**config.mk**
```make
export PLATFORM = sky130hd
export DESIGN_NAME = pixel_color_effect_top
export DESIGN_NICKNAME = d
export VERILOG_FILES = /design/src/hdl/pce_pkg.sv /design/src/hdl/pce_in_stage.sv /design/src/hdl/pce_effect.sv /design/src/hdl/pce_out_stage.sv /design/src/hdl/pixel_color_effect_top.sv
export SDC_FILE = /design/constraint.sdc
export NUM_CORES = 1
export LEC_CHECK = 0
export BUFFER_PORTS_ARGS = -buffer_cell sky130_fd_sc_hd__buf_4
export CAP_MARGIN = 30
export CORE_ASPECT_RATIO = 0.8
export CORE_UTILIZATION = 45
export CTS_CLUSTER_DIAMETER = 150
export CTS_CLUSTER_SIZE = 8
export DETAILED_ROUTE_END_ITERATION = 10
export PLACE_DENSITY = 0.73
export SYNTH_ARGS = -nofsm -noshare
export SYNTH_HDL_FRONTEND = slang
export SYNTH_SLANG_ARGS = --single-unit
```
**constraint.sdc**
```tcl
create_clock -name clk -period 8.7 [get_ports clk]
set_input_delay 0 -clock clk [delete_from_list [all_inputs] [get_ports clk]]
set_output_delay 0 -clock clk [all_outputs]
set_load 0.1 [all_outputs]
```
**src/hdl/pce_pkg.sv**
```systemverilog
// ----------------------------------------------------------------------------
// pce_pkg
// Types, constants and helper functions of the pixel color effect block.
// ----------------------------------------------------------------------------
`default_nettype none

package pce_pkg;

    // Pixel and channel widths
    localparam int PIXEL_W = 24;
    localparam int CHAN_W  = 8;
    localparam int SUM_W   = 10;
    localparam int MODE_W  = 4;

    // Channel levels
    localparam logic [CHAN_W-1:0] CH_MAX  = 8'hFF;
    localparam logic [CHAN_W-1:0] CH_ZERO = 8'h00;

    // Divide by three: floor(s / 3) == (s * 683) >> 11 for s up to 765
    localparam int PROD_W = 20;
    localparam logic [PROD_W-1:0] DIV3_RECIP = 20'd683;
    localparam int DIV3_SHIFT = 11;

    // Effect codes
    typedef enum logic [MODE_W-1:0] {
        MODE_PASS       = 4'd0,
        MODE_NEGATIVE   = 4'd1,
        MODE_GREY       = 4'd2,
        MODE_TINT_BLUE  = 4'd3,
        MODE_TINT_GREEN = 4'd4,
        MODE_TINT_RED   = 4'd5,
        MODE_BW         = 4'd6,
        MODE_THRESHOLD  = 4'd7,
        MODE_AVG_RED    = 4'd8,
        MODE_AVG_GREEN  = 4'd9,
        MODE_AVG_BLUE   = 4'd10
    } mode_t;

    typedef logic [PIXEL_W-1:0] pixel_t;
    typedef logic [CHAN_W-1:0]  chan_t;

    // Average of three channel sum, by reciprocal multiply
    function automatic chan_t div3(input logic [SUM_W-1:0] s);
        logic [PROD_W-1:0] prod;
        prod = {{(PROD_W-SUM_W){1'b0}}, s} * DIV3_RECIP;
        return prod[DIV3_SHIFT +: CHAN_W];
    endfunction

    // Full on at or above half scale, else off
    function automatic chan_t level(input chan_t c);
        return c[CHAN_W-1] ? CH_MAX : CH_ZERO;
    endfunction

    function automatic chan_t pick_max(input chan_t a, input chan_t b);
        return (a > b) ? a : b;
    endfunction

    function automatic chan_t pick_min(input chan_t a, input chan_t b);
        return (a < b) ? a : b;
    endfunction

endpackage

`default_nettype wire

```
**src/hdl/pce_in_stage.sv**
```systemverilog
// ----------------------------------------------------------------------------
// pce_in_stage
// Input register: captures one pixel per transfer and hands it downstream.
// ----------------------------------------------------------------------------
`default_nettype none

module pce_in_stage (
    input  wire logic            clk,
    input  wire logic            rst_n,
    input  wire logic            in_valid,
    output logic                 in_ready,
    input  wire pce_pkg::pixel_t pixel_in,
    output logic                 s1_valid,
    input  wire logic            s1_ready,
    output pce_pkg::pixel_t      s1_pixel
);

    logic            valid_reg;
    logic            valid_next;
    pce_pkg::pixel_t pixel_reg;

    // Take a new pixel when empty or when the held one moves on
    assign in_ready = !valid_reg || s1_ready;

    always_comb
    begin
        valid_next = valid_reg;
        if (in_ready)
        begin
            valid_next = in_valid;
        end
    end

    // Advance the valid flag
    always_ff @(posedge clk or negedge rst_n)
    begin
        if (!rst_n)
        begin
            valid_reg <= 1'b0;
        end
        else
        begin
            valid_reg <= valid_next;
        end
    end

    // Load the payload on transfer
    always_ff @(posedge clk)
    begin
        if (in_valid && in_ready)
        begin
            pixel_reg <= pixel_in;
        end
    end

    assign s1_valid = valid_reg;
    assign s1_pixel = pixel_reg;

endmodule

`default_nettype wire

```
**src/hdl/pce_effect.sv**
```systemverilog
// ----------------------------------------------------------------------------
// pce_effect
// Combinational color effect: pass, average, tint, threshold or negative per mode.
// ----------------------------------------------------------------------------
`default_nettype none

module pce_effect (
    input  wire logic [pce_pkg::MODE_W-1:0] effect_mode,
    input  wire pce_pkg::pixel_t            pixel_src,
    output pce_pkg::pixel_t                 pixel_fx
);

    pce_pkg::chan_t                  r;
    pce_pkg::chan_t                  g;
    pce_pkg::chan_t                  b;
    logic [pce_pkg::SUM_W-1:0]       sum;
    pce_pkg::chan_t                  avg;
    pce_pkg::chan_t                  nr;
    pce_pkg::chan_t                  ng;
    pce_pkg::chan_t                  nb;

    // Split channels and form the average
    assign r   = pixel_src[23:16];
    assign g   = pixel_src[15:8];
    assign b   = pixel_src[7:0];
    assign sum = {2'b00, r} + {2'b00, g} + {2'b00, b};
    assign avg = pce_pkg::div3(sum);

    // Select the effect
    always_comb
    begin
        nr = r;
        ng = g;
        nb = b;
        case (pce_pkg::mode_t'(effect_mode))
            pce_pkg::MODE_NEGATIVE:
            begin
                nr = pce_pkg::CH_MAX - r;
                ng = pce_pkg::CH_MAX - g;
                nb = pce_pkg::CH_MAX - b;
            end
            pce_pkg::MODE_GREY:
            begin
                nr = avg;
                ng = avg;
                nb = avg;
            end
            pce_pkg::MODE_TINT_BLUE:
            begin
                nb = pce_pkg::pick_max(b, avg);
                nr = pce_pkg::pick_min(b, avg);
                ng = pce_pkg::pick_min(b, avg);
            end
            pce_pkg::MODE_TINT_GREEN:
            begin
                ng = pce_pkg::pick_max(g, avg);
                nr = pce_pkg::pick_min(g, avg);
                nb = pce_pkg::pick_min(g, avg);
            end
            pce_pkg::MODE_TINT_RED:
            begin
                nr = pce_pkg::pick_max(r, avg);
                ng = pce_pkg::pick_min(r, avg);
                nb = pce_pkg::pick_min(r, avg);
            end
            pce_pkg::MODE_BW:
            begin
                nr = pce_pkg::level(avg);
                ng = pce_pkg::level(avg);
                nb = pce_pkg::level(avg);
            end
            pce_pkg::MODE_THRESHOLD:
            begin
                nr = pce_pkg::level(r);
                ng = pce_pkg::level(g);
                nb = pce_pkg::level(b);
            end
            pce_pkg::MODE_AVG_RED:
            begin
                nr = avg;
                ng = pce_pkg::CH_ZERO;
                nb = pce_pkg::CH_ZERO;
            end
            pce_pkg::MODE_AVG_GREEN:
            begin
                nr = pce_pkg::CH_ZERO;
                ng = avg;
                nb = pce_pkg::CH_ZERO;
            end
            pce_pkg::MODE_AVG_BLUE:
            begin
                nr = pce_pkg::CH_ZERO;
                ng = pce_pkg::CH_ZERO;
                nb = avg;
            end
            default:
            begin
                nr = r;
                ng = g;
                nb = b;
            end
        endcase
    end

    assign pixel_fx = {nr, ng, nb};

endmodule

`default_nettype wire

```
**src/hdl/pce_out_stage.sv**
```systemverilog
// ----------------------------------------------------------------------------
// pce_out_stage
// Result register: holds the transformed pixel until the receiver takes it.
// ----------------------------------------------------------------------------
`default_nettype none

module pce_out_stage (
    input  wire logic            clk,
    input  wire logic            rst_n,
    input  wire logic            s1_valid,
    output logic                 s1_ready,
    input  wire pce_pkg::pixel_t pixel_fx,
    output logic                 out_valid,
    input  wire logic            out_ready,
    output pce_pkg::pixel_t      pixel_out
);

    logic            valid_reg;
    logic            valid_next;
    pce_pkg::pixel_t pixel_reg;

    // Accept a result when empty or when the held one leaves this cycle
    assign s1_ready = !valid_reg || out_ready;

    always_comb
    begin
        valid_next = valid_reg;
        if (s1_ready)
        begin
            valid_next = s1_valid;
        end
    end

    // Advance the valid flag
    always_ff @(posedge clk or negedge rst_n)
    begin
        if (!rst_n)
        begin
            valid_reg <= 1'b0;
        end
        else
        begin
            valid_reg <= valid_next;
        end
    end

    // Load the result on transfer, hold it while stalled
    always_ff @(posedge clk)
    begin
        if (s1_valid && s1_ready)
        begin
            pixel_reg <= pixel_fx;
        end
    end

    assign out_valid = valid_reg;
    assign pixel_out = pixel_reg;

endmodule

`default_nettype wire

```
**src/hdl/pixel_color_effect_top.sv**
```systemverilog
// ----------------------------------------------------------------------------
// pixel_color_effect_top
// Per-pixel color effect on a 24-bit RGB stream (red 23:16, blue 7:0).
// ----------------------------------------------------------------------------
// Usage:
//   Input channel in_valid/in_ready/pixel_in carries one pixel per transfer;
//   output channel out_valid/out_ready/pixel_out carries one result pixel
//   per input pixel, in order.
//   effect_mode is written at any rising edge with effect_mode_wr_en high;
//   change it only while no pixel is in flight.
//   Path: a pixel taken by the input register passes through the effect
//   logic into the result register, which drives out_valid and pixel_out.
//   Throughput: one pixel per cycle while out_ready stays high. The effect
//   logic path is one sum of three channels, a 10x10 multiply by the
//   reciprocal of three and an 11-way select, into the result register.
//   Stall: when out_ready is low the result register holds; the input
//   register still takes one more pixel if it is empty, then in_ready drops until the
//   receiver resumes. No pixel is dropped or repeated.
//   Reset: rst_n low empties both registers and sets effect_mode to pass.
// ----------------------------------------------------------------------------
`default_nettype none

module pixel_color_effect_top (
    input  wire logic                        clk,
    input  wire logic                        rst_n,
    input  wire logic                        in_valid,
    output logic                             in_ready,
    input  wire logic [23:0]                 pixel_in,
    output logic                             out_valid,
    input  wire logic                        out_ready,
    output logic [23:0]                      pixel_out,
    input  wire logic                        effect_mode_wr_en,
    input  wire logic [pce_pkg::MODE_W-1:0]  effect_mode
);

    logic [pce_pkg::MODE_W-1:0] mode_reg;
    logic                       s1_valid;
    logic                       s1_ready;
    pce_pkg::pixel_t            s1_pixel;
    pce_pkg::pixel_t            pixel_fx;

    // Hold the effect mode register
    always_ff @(posedge clk or negedge rst_n)
    begin
        if (!rst_n)
        begin
            mode_reg <= pce_pkg::MODE_PASS;
        end
        else if (effect_mode_wr_en)
        begin
            mode_reg <= effect_mode;
        end
    end

    // Input register
    pce_in_stage u_in_stage (
        .clk      (clk),
        .rst_n    (rst_n),
        .in_valid (in_valid),
        .in_ready (in_ready),
        .pixel_in (pixel_in),
        .s1_valid (s1_valid),
        .s1_ready (s1_ready),
        .s1_pixel (s1_pixel)
    );

    // Effect logic
    pce_effect u_effect (
        .effect_mode (mode_reg),
        .pixel_src   (s1_pixel),
        .pixel_fx    (pixel_fx)
    );

    // Result register
    pce_out_stage u_out_stage (
        .clk       (clk),
        .rst_n     (rst_n),
        .s1_valid  (s1_valid),
        .s1_ready  (s1_ready),
        .pixel_fx  (pixel_fx),
        .out_valid (out_valid),
        .out_ready (out_ready),
        .pixel_out (pixel_out)
    );

endmodule

`default_nettype wire

```
Word level (Yosys, flattened, before mapping)
Cells that the tools add are included.
- add/subtract/negate cells: 5
- $mul: 1
- magnitude comparators: 6
- equality and inequality tests: 10
- multiplexer cells: 13
- reduce and logical (&&, ||, !) cells: 12
- operator list (kind ; count):
    8-bit case mux with 8 select lines ; 3
    8-bit 2-to-1 mux ; 10
    8-bit > comparator ; 3
    8-bit < comparator ; 3
    8-bit subtractor, first input constant ; 3
    10-bit by 10-bit multiplier with 19-bit output, second input constant ; 1
    4-bit by 3-bit equality test with 1-bit output, second input constant ; 4
    4-bit equality test, second input constant ; 3
    2-bit OR reduction ; 6
    10-bit by 8-bit adder with 10-bit output ; 1
    8-bit by 8-bit adder with 9-bit output ; 1
    4-bit by 2-bit equality test with 1-bit output, second input constant ; 2
    4-bit by 1-bit equality test with 1-bit output, second input constant ; 1
    1-bit logical AND ; 2
    1-bit zero test ; 2
    1-bit logical OR ; 2
- register bits: 54
- output and inout port bits: 26

Depth between registers and ports, before layout
- word-level depth: 6
- depth in mapped cells: 44

By module
Synthesis repeated with hierarchy kept, for this count alone.
- cells, all modules: 703
- area total of the unflattened synthesis: 6596.3 sq um
- by module, submodules not included (module ; instances ; cells an instance ; area each (sq um)):
    pce_effect ; 1 ; 639 ; 4902.2
    pce_in_stage ; 1 ; 28 ; 774.5
    pce_out_stage ; 1 ; 28 ; 774.5
    pixel_color_effect_top ; 1 ; 8 ; 145.1

Worst setup path after synthesis
Ideal clock, no wire load.
- path kind: register to register
- start point: reg u_in_stage.pixel_reg[16] (netlist: u_in_stage.s1_pixel[16])
- end point: reg u_out_stage.pixel_reg[23] (netlist: u_out_stage.pixel_out[23]) (data pin)
- setup time: 130 ps
- arrival: 9002 ps
- data required time: 8570 ps
- slack: -432 ps
- cell stages (with the launch flop): 41
- path buffers: 1
- period minus slack after synthesis: 9132 ps
- path through: edfxtp_1 > ha_1 > inv_1 > fa_1 > inv_1 > ha_1 > a211oi_1 > nor2_1 > o31ai_1 > nand2b_1 > a21o_1 > xnor2_1 > inv_1 > ha_1 > ha_1 > inv_1 > fa_1 > inv_1 > [... 5 more ...] > o21ai_0 > a211oi_1 > o21ai_0 > nand2_1 > a31oi_1 > xnor2_1 > inv_1 > ha_1 > o21ai_0 > a211oi_1 > o211ai_1 > a2111oi_2 > a2111oi_4 > a41o_1 > clkbuf_1 > and2_1 > o311ai_1 > o21a_1
- cells in the longest elaborated chain, start to end: 6
- elaborated cells between the ends (all ways): 12
- those cells by class: 3 x add/sub; 1 x mul; 3 x order compare; 5 x mux
- RTL lines (element ; RTL line ; RTL):
    from (decl) ; pce_in_stage.sv:20 ; pce_pkg::pixel_t pixel_reg;
    from (signal assigned) ; pce_in_stage.sv:52 ; pixel_reg <= pixel_in;
    8-bit by 8-bit adder with 9-bit output ; pce_effect.sv:26 ; assign sum = {2'b00, r} + {2'b00, g} + {2'b00, b};
    10-bit by 8-bit adder with 10-bit output ; pce_effect.sv:26 ;
    10-bit by 10-bit multiplier with 19-bit output ; pce_pkg.sv:45 ; prod = {{(PROD_W-SUM_W){1'b0}}, s} * DIV3_RECIP;
    8-bit > comparator or 8-bit < comparator (tied branches) ; pce_pkg.sv:55, pce_pkg.sv:59 ;
    8-bit 2-to-1 mux (on tied branches) ; pce_pkg.sv:55, pce_pkg.sv:59 ;
    8-bit case mux with 8 select lines * ; pce_effect.sv:35 ; case (pce_pkg::mode_t'(effect_mode))
    net pixel_fx[23] ; pixel_color_effect_top.sv:40 ; pce_pkg::pixel_t pixel_fx;
    to (signal assigned) ; pce_out_stage.sv:52 ; pixel_reg <= pixel_fx;
    to (decl) ; pce_out_stage.sv:20 ; pce_pkg::pixel_t pixel_reg;
The timed path passes the listed nets; every way through them passes the cells marked *.
A chain may end at the register's enable or synchronous reset.

Worst setup path in the final report
- start point: reg u_in_stage.pixel_reg[8] (netlist: u_in_stage.s1_pixel[8])
- end point: reg u_out_stage.pixel_reg[16] (netlist: u_out_stage.pixel_out[16]) (data pin)
Same word-level chain as after synthesis.

==> flow_summary.json <==
{
  "initial_core_util_pct": 45.97,
  "place.gp.congestion": 0.9975,
  "track_usage_pct": 30.88,
  "grt_use_met1_pct": 42.26,
  "fin_crit_ps": 8981,
  "end_kind": "register",
  "critPathKind": "reg -> reg",
  "grt_max_degree": 23,
  "pin_count": 59,
  "synth_edf_count": 48,
  "io_buffer_count": 58,
  "cp_top_family": "adder cells",
  "grt_pass1_vias": 7218,
  "netlist_instances": 773,
  "antenna_cells": 0,
  "die_width_um": 140.5,
  "grt_pass1_wl_mm": 37.96,
  "r2r_start": "u_in_stage.s1_pixel[8]",
  "num_vias": 7708,
  "ys_types": 78,
  "synth_seq_cells": 54,
  "grt.overflow.total": 0,
  "dp_hpwl_mm": 17.09,
  "ant_nets": 0,
  "clk_pin_slew_worst_paths_ps": 80,
  "tritoncts": "yes",
  "num-fill-cells": 968,
  "finalSetupViolCount": 21,
  "path_buf_inv": 13,
  "clock_latency_ps": 310,
  "htree_num_levels": 2,
  "fin_nets": 1186,
  "synth_common_cells": "ha_1, inv_1, nor2_1",
  "worst-path-max-fanout": 5,
  "dp_cells": 1141,
  "grt_busiest_layer": "met2",
  "synth_top_area_share_pct": 20.88,
  "final_cells": 1233,
  "routedWlPerCell_um": 22.01,
  "design_area_mm2": 0.01071,
  "die-area_mm2": 0.01584,
  "postPlaceCellArea_mm2": 0.008725,
  "violations": "negative setup slack",
  "cts_buffers": 5,
  "grt.met2_usage_pct": 47.87,
  "cp.arrival_ps": 8980,
  "ys_seq_area_share_pct": 23.06,
  "viasPerCell": 6.251,
  "synth_top_area_cell": "edfxtp_1",
  "drc_errors": 0,
  "hold_viol_final": 0,
  "rsz0062_at_grt": "yes",
  "cpMaxStageDelayCell": "fa_1",
  "slowest_delay_ps": 520,
  "maxSlewHeadroom_pct": 18.49,
  "yosys.cell_count.top_type": "ha_1",
  "synth.avg_cell_area_um2": 8.930,
  "ys_warn_count": 0,
  "holdWs_ps": 39.43,
  "use_met3_pct": 7.744,
  "fin_ws_ps": -281.2,
  "regArea_mm2": 0.001592,
  "final_max_slew_viol_count": 0,
  "areaGrowthSynthToFinish_pct": 55.17,
  "worst_slew_pin_slew_ps": 1215,
  "r2r_end": "u_out_stage.pixel_out[16]",
  "final_core_util_pct": 71.34,
  "post-route-period-util_pct": 103.2,
  "worstHoldPathType": "in -> async",
  "rows": 40,
  "yosys-top-cells-area": "edfxtp_1, ha_1, fa_1",
  "antenna_found_initial": 0,
  "reg2reg_depth": 44,
  "status": "finished, violations left",
  "drtIter0Drc": 1041,
  "cp-start-kind": "register",
  "max-clock-path-buffers": 2,
  "root_buffer": "clkbuf_16",
  "reg2reg_slack_ps": -280,
  "max_freq_ghz": 0.1113,
  "fp.dieH_um": 112.8,
  "multi_input_area_mm2": 0.005997,
  "drv_cap": 0,
  "crit_required_ps": 8700,
  "clock-sinks": 54,
  "synthArstFlopShare_pct": 11.11,
  "final.setup_skew_ps": 9.180,
  "drive_above_1_share_pct": 42.72,
  "core_mm2": 0.01501,
  "first_pass_iters": 7,
  "synth_ff_type": "edfxtp_1",
  "synth.net_count": 916,
  "routed_wl_mm": 27.13,
  "netlist_area_mm2": 0.006903
}
-- routing by layer --
layer  share of wire (%)  up-vias
li1                    -     3405
met2                  45      533
met4                 4.7        2
met3                  11      165
met1                  39     3603
met5                0.17        -
-- how the worst max path moves through the flow --
stage | cells past startpoint | to | startpoint
2_1_floorplan | 40 | u_out_stage.pixel_out[23] | u_in_stage.s1_pixel[16]
3_3_place_gp | 40 | u_out_stage.pixel_out[10] | u_in_stage.s1_pixel[8]
3_5_place_dp | 44 | u_out_stage.pixel_out[10] | u_in_stage.s1_pixel[8]
4_1_cts | 46 | u_out_stage.pixel_out[21] | u_in_stage.s1_pixel[8]
5_1_grt | 46 | u_out_stage.pixel_out[16] | u_in_stage.s1_pixel[8]
6_report | 44 | u_out_stage.pixel_out[16] | u_in_stage.s1_pixel[8]
-- logic make-up (layout without fill, tap and decap cells) --
logic type	count (synthesis)	in the layout	share of synthesized area (%)
and+or+nand+nor	220	220	16.22
adders and majority gates	112	112	22.73
AOI/OAI and AO/OA	225	226	23.75
muxes	22	22	3.390
buffers and inverters	106	376	5.945
DFF	54	54	23.06
xor gates and xnor gates	34	34	4.912
-- stage by stage --
stage / worst slack (ps) / setup TNS [ps]
5_1_grt: -589.9 / -8828
6_report: -281.2 / -2264
3_5_place_dp: -703.2 / -12450
2_1_floorplan: -0.1759 / -0.1759
3_3_place_gp: -671.5 / -11710
4_1_cts: -50.25 / -92.97
-- timing repair --
action | in CTS | in global routing
setup endpoints to repair | 24 | 24
hold buffers | 35 | 0
hold endpoints to repair | 36 | 0
resized for setup | 89 | 126
setup buffers | 30 | 21
pin swaps | 79 | 89
gates cloned | 1 | 0
-- cells in the final DEF, fill, tap and decap left out, types with 12 or more instances in the layout --
cell           Yosys  final
o21ai_0           44     26
a21oi_1           43     33
nand2b_1          15     15
buf_6              0     17
ha_4               0     21
nor3_1            16     14
o21a_1            17     17
nor2_1            58     53
ha_1              87     65
dlygate4sd3_1      0     35
buf_4              2    239
nand2_1           44     39
fa_1              23     20
inv_1             71     54
inv_2              0     17
edfxtp_1          48     48
xnor2_1           25     17
o211ai_1          12     12
-- final cells by class --
cell class / instances / share of cell area [%]
clock inverters: 3 / 0.2687
repair buffers: 297 / 23.02
inverters: 71 / 2.488
well taps: 189 / 2.208
multi-input cells: 614 / 55.99
flip-flops and latches: 54 / 14.86
clock buffers: 5 / 1.168
-- worst register-to-register path, delay by kind of cell, from the launching register on --
kind / cells / cell delay [ps]
adders and majority gates: 10 / 3170
and+or+nand+nor: 9 / 1730
AOI/OAI and AO/OA: 10 / 1650
buffers and inverters: 13 / 1280
DFF: 1 / 440
muxes: 1 / 240
xor gates and xnor gates: 1 / 150
Power is left out: the tool's default activity adds up to more than one toggle a clock period on the data nets, which glitch-free logic cannot reach.
